`config.mk`:
```
export PLATFORM = sky130hd
export DESIGN_NAME = utf8_to_gbk_transcoder
export DESIGN_NICKNAME = d
export VERILOG_FILES = /design/src/sv/u2g_pkg.sv /design/src/sv/utf8_to_gbk_transcoder.sv /design/src/sv/u2g_ram.sv
export VERILOG_INCLUDE_DIRS = /design/src /design/src/sv
export SDC_FILE = /design/constraint.sdc
export NUM_CORES = 2
export LEC_CHECK = 0
export BUFFER_PORTS_ARGS = -buffer_cell sky130_fd_sc_hd__buf_2
export CORE_UTILIZATION = 35
export DETAILED_ROUTE_END_ITERATION = 16
export GPL_ROUTABILITY_DRIVEN = 0
export PLACE_DENSITY = 0.47
export SKIP_CTS_REPAIR_TIMING = 1
export SYNTH_ARGS = -nofsm -noshare
export SYNTH_HDL_FRONTEND = slang
export SYNTH_HIERARCHICAL = 1
export SYNTH_SLANG_ARGS = --single-unit
```
`constraint.sdc`:
```
create_clock -name clk -period 4.6 [get_ports clk]
set_input_delay 0.92 -clock clk [delete_from_list [all_inputs] [get_ports clk]]
set_output_delay 0.92 -clock clk [all_outputs]
set_load 0.05 [all_outputs]
```
`src/sv/utf8_to_gbk_transcoder_macros.svh`:
```
// ----------------------------------------------------------------------------
// UTF-8 to GBK transcoder assertion macros
// Shared property wrappers for the transcoder; all sample on clk and are
// switched off while rst_n is low.
// ----------------------------------------------------------------------------
`ifndef UTF8_TO_GBK_TRANSCODER_MACROS_SVH
`define UTF8_TO_GBK_TRANSCODER_MACROS_SVH

// Same-cycle implication.
`define U2G_ASSERT_NOW(label, ante, cons, msg) \
  label: assert property (@(posedge clk) disable iff (!rst_n) (ante) |-> (cons)) \
    else $error(msg);

// Next-cycle implication.
`define U2G_ASSERT_NEXT(label, ante, cons, msg) \
  label: assert property (@(posedge clk) disable iff (!rst_n) (ante) |=> (cons)) \
    else $error(msg);

`endif

```
`src/sv/u2g_pkg.sv`:
```
// ----------------------------------------------------------------------------
// UTF-8 to GBK transcoder package
// Types, codes and constants shared by the transcoder files.
// ----------------------------------------------------------------------------
`default_nettype none

package u2g_pkg;

  localparam int TABLE_DEPTH_DEF = 64;

  localparam int CNT_W   = 7;   // table_count register
  localparam int BYTE_W  = 8;
  localparam int IDX_W   = 6;   // entry_index field
  localparam int CODE_W  = 16;
  localparam int GBK_W   = 16;
  localparam int ENTRY_W = CODE_W + GBK_W;
  localparam int IN_DATA_W = 48; // 8 + 6 + 16 + 16 = 46, padded to bytes

  // Operation codes carried in the input tuser bit.
  localparam logic OP_CONVERT = 1'b0;
  localparam logic OP_WRITE   = 1'b1;

  // UTF-8 byte classes.
  localparam logic [1:0] CONT_TAG  = 2'b10;  // 10xxxxxx
  localparam logic [3:0] LEAD3_TAG = 4'hE;   // 1110xxxx

  // Pending byte counts.
  localparam logic [1:0] PEND_NONE = 2'd0;
  localparam logic [1:0] PEND_LEAD = 2'd1;
  localparam logic [1:0] PEND_MID  = 2'd2;

  typedef enum logic [2:0] {
    S_IDLE,
    S_SRCH,
    S_CMP,
    S_EMIT_A,
    S_EMIT_B
  } u2g_state_t;

endpackage

`default_nettype wire

```
`src/sv/utf8_to_gbk_transcoder.sv`:
```
// ----------------------------------------------------------------------------
// UTF-8 to GBK transcoder
// Converts a NUL-terminated UTF-8 byte stream to GBK using a loadable,
// sorted mapping table searched by bisection.
// ----------------------------------------------------------------------------
//
//   Channel  Dir  Handshake            Carries
//   in_      in   in_tvalid/in_tready  tuser: operation; tdata: text byte,
//                                      table slot, code point, GBK code
//   out_     out  out_tvalid/out_tready tdata: output byte; tuser: end of
//                                      text; tlast: last item of the input
//   cfg_     in   cfg_valid/cfg_ready  table_count (always ready)
//
// A table write, or a text byte that only extends a pending sequence, is
// taken in S_IDLE without leaving it. An ASCII byte or a terminator passes
// through S_EMIT_A. A completed three-byte character takes P bisection probes
// and then S_EMIT_A and S_EMIT_B when its code point is found, or returns to
// S_IDLE when it is not; P is at most 7 for 64 entries. Each probe is one
// table RAM read followed by one compare on the single shared comparator.
// Reset is synchronous and active low; it clears the sequencer, the pending
// UTF-8 state and table_count. The table RAM is not cleared and is undefined
// until written. A stalled output holds its item in the output register while
// the sequencer waits in an emit state; the input is taken only when idle.
//
`default_nettype none

module utf8_to_gbk_transcoder #(
  parameter int TABLE_DEPTH = u2g_pkg::TABLE_DEPTH_DEF
) (
  input  wire logic                           clk,
  input  wire logic                           rst_n,
  // Input items.
  input  wire logic                           in_tvalid,
  output logic                                in_tready,
  input  wire logic [u2g_pkg::IN_DATA_W-1:0]  in_tdata,  // in_byte[7:0], entry_index[13:8],
                                                         // entry_code[29:14],
                                                         // entry_gbk[45:30], zero
  input  wire logic                           in_tuser,  // operation[0]
  // Result items.
  output logic                                out_tvalid,
  input  wire logic                           out_tready,
  output logic [u2g_pkg::BYTE_W-1:0]          out_tdata, // out_byte[7:0]
  output logic                                out_tuser, // end_of_text[0]
  output logic                                out_tlast, // run_end
  // Configuration.
  input  wire logic                           cfg_valid,
  output logic                                cfg_ready,
  input  wire logic [u2g_pkg::CNT_W-1:0]      cfg_data   // table_count[6:0]
);

  import u2g_pkg::*;

  `include "utf8_to_gbk_transcoder_macros.svh"

  // Address width of the table and width of the search bounds, which must
  // hold TABLE_DEPTH itself.
  localparam int AW = (TABLE_DEPTH > 1) ? $clog2(TABLE_DEPTH) : 1;
  localparam int CW = $clog2(TABLE_DEPTH + 1);

  // Unpack the input item.
  logic [BYTE_W-1:0] in_byte;
  logic [IDX_W-1:0]  in_entry_index;
  logic [CODE_W-1:0] in_entry_code;
  logic [GBK_W-1:0]  in_entry_gbk;

  assign in_byte        = in_tdata[7:0];
  assign in_entry_index = in_tdata[13:8];
  assign in_entry_code  = in_tdata[29:14];
  assign in_entry_gbk   = in_tdata[45:30];

  // Registers.
  u2g_state_t        state_r, state_nxt;
  logic [CNT_W-1:0]  count_r;
  logic [1:0]        pend_r, pend_nxt;
  logic [3:0]        lead_r, lead_nxt;
  logic [5:0]        midb_r, midb_nxt;
  logic [CODE_W-1:0] code_r, code_nxt;
  logic [CW-1:0]     lo_r, lo_nxt;
  logic [CW-1:0]     hi_r, hi_nxt;
  logic [CW-1:0]     mid_r, mid_nxt;
  logic [GBK_W-1:0]  emit_r, emit_nxt;
  logic              two_r, two_nxt;
  logic              eot_r, eot_nxt;
  logic              out_valid_r, out_valid_nxt;
  logic [BYTE_W-1:0] out_byte_r, out_byte_nxt;
  logic              out_eot_r, out_eot_nxt;
  logic              out_last_r, out_last_nxt;

  // Handshakes and decoded conditions.
  logic              in_fire;
  logic              out_free;
  logic              is_cont;
  logic [CW-1:0]     limit;
  logic [CW:0]       bound_sum;
  logic [CW-1:0]     probe;
  logic [ENTRY_W-1:0] rd_data;
  logic [CODE_W-1:0] probe_code;
  logic              wr_en;

  assign in_tready = (state_r == S_IDLE);
  assign in_fire   = in_tvalid && in_tready;
  assign cfg_ready = 1'b1;
  assign out_free  = !out_valid_r || out_tready;
  assign is_cont   = (in_byte[7:6] == CONT_TAG);

  // Number of entries searched: table_count capped at the table depth.
  assign limit = (32'(count_r) > 32'(TABLE_DEPTH)) ? CW'(TABLE_DEPTH) : CW'(count_r);

  // Midpoint of the current bounds; below hi while lo < hi, so it fits the address.
  assign bound_sum  = {1'b0, lo_r} + {1'b0, hi_r};
  assign probe      = bound_sum[CW:1];
  assign probe_code = rd_data[ENTRY_W-1:GBK_W];

  // Table writes beyond the depth are ignored.
  assign wr_en = in_fire && (in_tuser == OP_WRITE) &&
                 (32'(in_entry_index) < 32'(TABLE_DEPTH));

  u2g_ram #(
    .WIDTH (ENTRY_W),
    .DEPTH (TABLE_DEPTH),
    .AW    (AW)
  ) u_table (
    .clk     (clk),
    .wr_en   (wr_en),
    .wr_addr (AW'(in_entry_index)),
    .wr_data ({in_entry_code, in_entry_gbk}),
    .rd_en   (state_r == S_SRCH),
    .rd_addr (AW'(probe)),
    .rd_data (rd_data)
  );

  // Next-state logic of the sequencer.
  always_comb begin
    state_nxt = state_r;
    unique case (state_r)
      S_IDLE: begin
        if (in_fire && (in_tuser == OP_CONVERT)) begin
          if (pend_r == PEND_MID && is_cont) begin
            state_nxt = S_SRCH;
          end else if (pend_r == PEND_LEAD && is_cont) begin
            state_nxt = S_IDLE;
          end else if (!in_byte[7]) begin
            // ASCII or terminator, possibly after a broken sequence.
            state_nxt = S_EMIT_A;
          end
        end
      end
      S_SRCH: begin
        state_nxt = (lo_r < hi_r) ? S_CMP : S_IDLE;
      end
      S_CMP: begin
        state_nxt = (probe_code == code_r) ? S_EMIT_A : S_SRCH;
      end
      S_EMIT_A: begin
        if (out_free) begin
          state_nxt = two_r ? S_EMIT_B : S_IDLE;
        end
      end
      S_EMIT_B: begin
        if (out_free) begin
          state_nxt = S_IDLE;
        end
      end
      default: state_nxt = S_IDLE;
    endcase
  end

  // Datapath and output register updates.
  always_comb begin
    pend_nxt      = pend_r;
    lead_nxt      = lead_r;
    midb_nxt      = midb_r;
    code_nxt      = code_r;
    lo_nxt        = lo_r;
    hi_nxt        = hi_r;
    mid_nxt       = mid_r;
    emit_nxt      = emit_r;
    two_nxt       = two_r;
    eot_nxt       = eot_r;
    out_valid_nxt = out_valid_r && !out_tready;
    out_byte_nxt  = out_byte_r;
    out_eot_nxt   = out_eot_r;
    out_last_nxt  = out_last_r;

    unique case (state_r)
      S_IDLE: begin
        if (in_fire && (in_tuser == OP_CONVERT)) begin
          if (pend_r == PEND_LEAD && is_cont) begin
            midb_nxt = in_byte[5:0];
            pend_nxt = PEND_MID;
          end else if (pend_r == PEND_MID && is_cont) begin
            pend_nxt = PEND_NONE;
            code_nxt = {lead_r, midb_r, in_byte[5:0]};
            lo_nxt   = '0;
            hi_nxt   = limit;
          end else begin
            // Nothing pending from here on; the byte stands on its own.
            pend_nxt = PEND_NONE;
            if (!in_byte[7]) begin
              emit_nxt = {{(GBK_W-BYTE_W){1'b0}}, in_byte};
              two_nxt  = 1'b0;
              eot_nxt  = (in_byte == '0);
            end else if (in_byte[7:4] == LEAD3_TAG) begin
              lead_nxt = in_byte[3:0];
              pend_nxt = PEND_LEAD;
            end
          end
        end
      end
      S_SRCH: begin
        mid_nxt = probe;
      end
      S_CMP: begin
        // The one compare unit of the search.
        if (probe_code < code_r) begin
          lo_nxt = mid_r + CW'(1);
        end else if (probe_code > code_r) begin
          hi_nxt = mid_r;
        end else begin
          emit_nxt = rd_data[GBK_W-1:0];
          two_nxt  = 1'b1;
          eot_nxt  = 1'b0;
        end
      end
      S_EMIT_A: begin
        if (out_free) begin
          out_valid_nxt = 1'b1;
          out_byte_nxt  = two_r ? emit_r[15:8] : emit_r[7:0];
          out_eot_nxt   = eot_r;
          out_last_nxt  = !two_r;
        end
      end
      S_EMIT_B: begin
        if (out_free) begin
          out_valid_nxt = 1'b1;
          out_byte_nxt  = emit_r[7:0];
          out_eot_nxt   = 1'b0;
          out_last_nxt  = 1'b1;
        end
      end
      default: begin
        out_valid_nxt = out_valid_r && !out_tready;
      end
    endcase
  end

  // Control registers.
  always_ff @(posedge clk) begin
    if (!rst_n) begin
      state_r     <= S_IDLE;
      count_r     <= '0;
      pend_r      <= PEND_NONE;
      lead_r      <= '0;
      midb_r      <= '0;
      out_valid_r <= 1'b0;
    end else begin
      state_r     <= state_nxt;
      pend_r      <= pend_nxt;
      lead_r      <= lead_nxt;
      midb_r      <= midb_nxt;
      out_valid_r <= out_valid_nxt;
      if (cfg_valid && cfg_ready) begin
        count_r <= cfg_data;
      end
    end
  end

  // Payload registers.
  always_ff @(posedge clk) begin
    code_r     <= code_nxt;
    lo_r       <= lo_nxt;
    hi_r       <= hi_nxt;
    mid_r      <= mid_nxt;
    emit_r     <= emit_nxt;
    two_r      <= two_nxt;
    eot_r      <= eot_nxt;
    out_byte_r <= out_byte_nxt;
    out_eot_r  <= out_eot_nxt;
    out_last_r <= out_last_nxt;
  end

  assign out_tvalid = out_valid_r;
  assign out_tdata  = out_byte_r;
  assign out_tuser  = out_eot_r;
  assign out_tlast  = out_last_r;

  // A compare only ever follows a probe taken inside non-empty bounds.
  `U2G_ASSERT_NOW(a_cmp_bounds, state_r == S_CMP, mid_r < hi_r && mid_r >= lo_r, "probe outside bounds")
  // The pending count never takes its unused code.
  `U2G_ASSERT_NOW(a_pend_code, 1'b1, pend_r != 2'd3, "pending count out of range")
  // The second GBK byte always closes the run of the input.
  `U2G_ASSERT_NEXT(a_emit_last, state_r == S_EMIT_B && out_free, out_tvalid && out_tlast && !out_tuser, "second byte not marked last")
  // The first GBK byte of a pair is never marked last.
  `U2G_ASSERT_NEXT(a_emit_first, state_r == S_EMIT_A && out_free && two_r, out_tvalid && !out_tlast, "first byte marked last")

endmodule

`default_nettype wire

```
`src/sv/u2g_ram.sv`:
```
// ----------------------------------------------------------------------------
// Generic single-port-write RAM
// One write port and one read port with registered read data.
// ----------------------------------------------------------------------------
`default_nettype none

module u2g_ram #(
  parameter int WIDTH = 32,
  parameter int DEPTH = 64,
  parameter int AW    = (DEPTH > 1) ? $clog2(DEPTH) : 1
) (
  input  wire logic             clk,
  input  wire logic             wr_en,
  input  wire logic [AW-1:0]    wr_addr,
  input  wire logic [WIDTH-1:0] wr_data,
  input  wire logic             rd_en,
  input  wire logic [AW-1:0]    rd_addr,
  output logic      [WIDTH-1:0] rd_data
);

  logic [WIDTH-1:0] mem [DEPTH];

  always_ff @(posedge clk) begin
    if (wr_en) begin
      mem[wr_addr] <= wr_data;
    end
    if (rd_en) begin
      rd_data <= mem[rd_addr];
    end
  end

endmodule

`default_nettype wire

```
---- After elaboration in Yosys (flattened, before gate mapping) ----
Memories as Yosys holds them, arrays and structs flattened. A register that Yosys moved wholly into a read port is not among the register bits.
Index checks and enable logic that the tools add are counted.
storage, ports and cells
  register bits ........................... 88
  latch bits .............................. 0
  memory bits (writable) .................. 2048
  ROM bits ................................ 0
  input port bits ......................... 61
  output and inout bits ................... 13
  word-level logic and storage cells ...... 132
  memories kept ........................... 1
cells by class
  $add $sub $neg .......................... 2
  $mul .................................... 0
  divide/modulo/power cells ............... 0
  $lt $le $gt $ge ......................... 4
  eq/ne operators ......................... 21
  shift-type cells ........................ 0
  muxes and demuxes ....................... 61
  bitwise logic cells ..................... 3
  reduce and logical (&&, ||, !) cells .... 24
memories
  name         depth  bits a word  read ports  clocked after Yosys merged registers in  write ports  RTL line       text
  u_table.mem  64     32           1           1                                        1            u2g_ram.sv:21  logic [WIDTH-1:0] mem [DEPTH];
operators with widths
  kind                                           number
  two-way mux 16 bit                             6
  two-way mux 7 bit                              10
  one-hot mux 16 bit (2 select lines)            1
  one-hot mux 7 bit (2 select lines)             2
  two-way mux 8 bit                              3
  two-way mux 1 bit                              23
  two-way mux 3 bit                              7
  != test 2 bit, second input constant           9
  == test 16 bit                                 1
  > comparator 16 bit                            1
  less-than comparator 16 bit                    1
  one-hot mux 8 bit (2 select lines)             1
  one-hot mux 3 bit (5 select lines)             1
  AND reduction 6 bit                            2
  adder 7 x 7 -> 8 bit                           1
  zero test 8 bit                                1
  one-hot mux 1 bit (2 select lines)             4
  AND reduction 4 bit                            2
  adder 7 x 1 -> 7 bit, second input constant    1
  > comparator 7 bit, second input constant      1
  less-than comparator 7 bit                     1
  AND reduction 7 bit                            1
  == test 3 x 2 -> 1 bit, second input constant  2
  logical AND 1 bit                              6
  17 further kinds                               27

---- Depth between registers and ports, before layout ----
  depth after elaboration ................. 6
  gate-level depth with buffers ........... 14
  gate-level depth less buffers ........... 12

---- Modules after synthesis ----
Netlist, hierarchy kept.
modules (own cells, without submodules)
  module                  instances  cells an instance  area each (um2)  sequential area each (um2)
  u2g_ram                 1          3572               79206.0          62459.9
  utf8_to_gbk_transcoder  1          370                4376.7           2412.3

---- Worst setup path after synthesis ----
OpenSTA, ideal clock, no wires.
  path kind ............................... register to register
  start ................................... reg state_r[1]
  end ..................................... mem u_table.mem[44][0] (enable)
  setup time .............................. 0.461 ns
  data arrival time ....................... 3.881 ns
  required time ........................... 4.139 ns
  path slack .............................. 0.258 ns
  cell stages (with the launch flop) ...... 8
  buffers on the path ..................... 2
  period minus slack after synthesis ...... 4.342 ns
  cells stage by stage .................... dfxtp_1 > buf_6 > or3_4 > inv_6 > and3_1 > clkbuf_1 > nand4b_1 > nor3_1
between the ends
  word-level cells in the longest chain between the ends .. 5
RTL lines
  element                                  RTL line                       text
  start, declared                          utf8_to_gbk_transcoder.sv:72   u2g_state_t state_r, state_nxt;
  start signal, assigned                   utf8_to_gbk_transcoder.sv:257  state_r <= state_nxt;
  zero test 3 bit                          utf8_to_gbk_transcoder.sv:100  assign in_tready = (state_r == S_IDLE);
  via in_tready                            utf8_to_gbk_transcoder.sv:34   output logic in_tready,
  logical AND 1 bit                        utf8_to_gbk_transcoder.sv:101  assign in_fire = in_tvalid && in_tready;
  logical AND 1 bit                        utf8_to_gbk_transcoder.sv:115  assign wr_en = in_fire && (in_tuser == OP_WRITE) &&
  via wr_en                                utf8_to_gbk_transcoder.sv:98   logic wr_en;
  two-way mux 1 bit                        u2g_ram.sv:24                  if (wr_en) begin
  two-way mux 1 bit (not written as such)  u2g_ram.sv:25                  mem[wr_addr] <= wr_data;
  end, declared                            u2g_ram.sv:21
The timed path passes the listed nets, and every way through them passes these cells.

---- Final worst setup path ----
  start ................................... reg lo_r[1]
  end ..................................... reg u_table.rd_data[7], read port of u_table.mem, data pin
between the ends
  word-level cells in the longest chain between the ends .. 1
RTL lines
  element                 RTL line                       text
  start, declared         utf8_to_gbk_transcoder.sv:78   logic [CW-1:0] lo_r, lo_nxt;
  start signal, assigned  utf8_to_gbk_transcoder.sv:271  lo_r <= lo_nxt;
  adder 7 x 7 -> 8 bit    utf8_to_gbk_transcoder.sv:110  assign bound_sum = {1'b0, lo_r} + {1'b0, hi_r};
  via bound_sum[6]        utf8_to_gbk_transcoder.sv:94   logic [CW:0] bound_sum;
  end, declared           u2g_ram.sv:18                  output logic [WIDTH-1:0] rd_data
The timed path passes the listed nets, and every way through them passes these cells.
A chain may end at the register's enable or synchronous reset.

==> results.json <==
{
  "portBuffers": 70,
  "core.rowCount": 179,
  "worstPathMaxFanout": 8,
  "io_pins": 74,
  "grtUsageTotal": 0.1993,
  "timing.rr.end": "u_table/rd_data[7]",
  "tns_ns": 0,
  "drc_errors": 0,
  "internal_power_mw": 42.67,
  "post-route-period-util": 0.9298,
  "core_area_um2": 237600,
  "min_to": "u_table/mem[21][22]",
  "numCtsBuffers": 228,
  "root_buffer": "clkbuf_16",
  "vias": 41459,
  "start_kind": "flop",
  "nNetsFinal": 4449,
  "wl_per_cell_um": 31.15,
  "power_switching_mw": 22.86,
  "drtPass1Iterations": 7,
  "synthesis.nets": 4033,
  "layout_setup_ws_ns": 0.3231,
  "cts_max_path_buffers": 3,
  "initial_core_util": 0.3517,
  "cts_tree": "yes",
  "grt_pass1_wl_mm": 336.4,
  "hold_class": "input pin to flop",
  "maxCapViolCount": 0,
  "reg2regPathDepth": 14,
  "fmax_ghz": 0.2338,
  "power_density_nw_per_um2": 670.2,
  "finalMaxSlewViolations": 0,
  "r2r_slack_ns": 0.32,
  "yosys_warnings": 6,
  "path_depth": 14,
  "seq_power_share": 0.346,
  "setup-violations-final": 0,
  "synth-seq-area-share": 0.7761,
  "vias_per_cell": 5.361,
  "timing.rr.start": "lo_r[1]",
  "path_class": "flop to flop",
  "cp.required_ns": 5.29,
  "clock_power_share": 0.273,
  "end_kind": "flop",
  "holdWs_ns": 0.2953,
  "path_delay_family": "compound AO/OA/AOI/OAI gates",
  "ys.flop_type": "edfxtp_1",
  "clk_pin_slew_ns": 0.06,
  "ys_ff_latch": 2168,
  "pwr-share-comb": 0.381,
  "design.die.area_um2": 240800,
  "async_reset_ff_frac": 0,
  "synth_edf_count": 2145,
  "worst_slew_pin_slew_ns": 1.219,
  "gr-total-overflow": 0,
  "hpwl_mm": 146.2,
  "drt-initial-drc-count": 4211,
  "syn_inst": 3942,
  "arrival_ns": 4.96,
  "die_w_um": 490.7,
  "p_leak_nw": 30.93,
  "routed_wl_mm": 240.9,
  "peakVddDrop_uv": 499.7,
  "maxSlewHeadroom": 0.1873,
  "htree_levels": 4,
  "antenna_found_initial": 46,
  "path_buf_inv": 4,
  "hp-start": "in_tdata[20]",
  "finalNonFillerCells": 7734,
  "dp_cells": 7295,
  "cts.sinks": 2168,
  "pre_cts_slack_ns": 0.3286,
  "min_path_cells": 1,
  "hold_viol_final": 0,
  "drive_gt1_frac": 0.2802,
  "p_sw_frac": 0.3489,
  "critPathMaxStageDelay_ns": 0.85,
  "netlist-cell-type-count": 70,
  "rsz0062_at_grt": "false",
  "die_h_um": 490.7,
  "worstSkewPairLatency_ns": 0.87,
  "cp_cell_sequence": "inv_1, fa_1, o21bai_1, a21oi_1, o21bai_1, a21oi_1, xnor2_2, inv_2, buf_4, nand2_1, buf_4, a211oi_1, o22ai_1, and3_1",
  "ant_nets": 0,
  "grt_pass1_vias": 42403,
  "syn_to_final_growth_pct": 16.98,
  "crit_path_top_delay_cell": "xnor2_2",
  "grt_max_degree": 72,
  "outcome": "finished, final reports clean",
  "avgSynthCellArea_um2": 21.20,
  "power_mw": 65.52,
  "netlist_area_um2": 83580,
  "min_period_ns": 4.277,
  "skew_ns": 0.05332
}
[per-layer routing]
metal  wire length [um]  global-route usage
met3              14910             0.03890
met2             113600              0.3138
met4               7264             0.06598
met5                 73                   0
met1             105000              0.2769
[cell usage after synthesis, types with 5 or more instances]
master    number  area [um^2]
nand2_1      132        495.5
dfxtp_1       23        460.4
nor2b_1       49        306.5
and2_1        11        68.82
buf_1         11        41.29
a22oi_1       74        555.5
or4_1          6        45.04
edfxtp_1    2145        64410
inv_1         33        123.9
buf_4         26        195.2
nand4_1       47        294.0
clkbuf_1     115        431.7
ha_1          29        362.9
buf_8          7        105.1
mux2_2        28        315.3
o41ai_1        7        61.31
o221ai_1      44        385.4
a21oi_1       21        105.1
o21ai_0       47        235.2
nand3_1       77        385.4
a211o_1        8        70.07
xnor2_1        7        61.31
mux4_2       446        10040
nor3_1        10        50.05
a31oi_1       19        118.9
a221oi_1       6        52.55
buf_6         17        191.4
and4b_1        5        50.05
nor3b_1        7        52.55
nor2_1        99        371.6
a211oi_1      20        150.1
nand2b_1      17        106.4
buf_2         43        215.2
mux2i_1      144         1441
a311oi_1       6        52.55
and3_1        29        181.4
o22a_1         7        61.31
o22ai_1       67        419.2
[worst register-to-register path, stage by stage, from the launching register on]
cell,delay (ns)
edfxtp_1,0.38
inv_1,0.08
fa_1,0.51
o21bai_1,0.17
a21oi_1,0.13
o21bai_1,0.21
a21oi_1,0.14
xnor2_2,0.85
inv_2,0.10
buf_4,0.18
nand2_1,0.29
buf_4,0.20
a211oi_1,0.05
o22ai_1,0.45
and3_1,0.36
[power groups by stage]
stage	logic (mW)	registers, mW	clock network (mW)
floorplan	13.8	22.9	0
global placement	25.4	23.1	0
detailed placement	25.3	23.1	0
CTS	25.4	22.7	18.2
global route	26.3	22.7	19.0
finish	24.9	22.7	17.9
[sequential cells by signal (all words and copies together) (netlist names), 6 cells and up]
signal           count
code_r              16
count_r              7
emit_r              16
hi_r                 7
lo_r                 7
mid_r                7
midb_r               6
out_tdata            8
u_table/mem       2048
u_table/rd_data     32
[metrics by stage]
step | util | cell area (um^2)
global route | 0.4114 | 97750
detailed placement | 0.3810 | 90540
CTS | 0.4113 | 97740
finish | 0.4115 | 97780
floorplan | - | 83580
global placement | 0.3810 | 90540
[worst max path at each step]
stage | start | to | slack [ns]
detailed placement | lo_r[1] | u_table/rd_data[7] | 0.33
finish | lo_r[1] | u_table/rd_data[7] | 0.32
floorplan | state_r[1] | u_table/mem[44][0] | 0.26
global placement | lo_r[1] | u_table/rd_data[7] | 0.31
global route | lo_r[1] | u_table/rd_data[7] | 0.30
CTS | lo_r[1] | u_table/rd_data[7] | 0.28
[area by class of cell]
type                    count  area [um^2]
inverters                  35        143.9
repair buffers            406         3636
clock inverters           139         1214
multi-input cells        1519        17930
clock buffers             284         5979
well taps                3167         3963
diodes                     16        40.04
fillers                 20901       139900
flip-flops and latches   2168        64870
[layout by cell type (no fill, tap or decap), types with 32 or more instances in the layout]
cell type / netlist / final
buf_12: 1 / 61
edfxtp_1: 2145 / 2145
clkbuf_16: 0 / 231
buf_2: 43 / 70
mux4_2: 446 / 446
o22ai_1: 67 / 67
o221ai_1: 44 / 44
buf_4: 26 / 275
inv_1: 33 / 32
clkinv_1: 0 / 71
clkbuf_1: 115 / 53
mux2i_1: 144 / 144
nor2_4: 0 / 56
o21ai_0: 47 / 47
nor2b_1: 49 / 45
nor2_1: 99 / 40
nand2_1: 132 / 132
nand3_1: 77 / 77
a22oi_1: 74 / 74
nand4_1: 47 / 47
clkinv_2: 0 / 35
[cell families after synthesis]
group	after synthesis	synth area share
fa+ha+maj	30	0.004581
mux	619	0.1413
buf+inv	255	0.01599
compound gates	344	0.02903
xor+xnor	10	0.001048
flops	2168	0.7761
other cells	1	0.00004487
simple gates	515	0.03184
(Power assumes the default switching activity.)
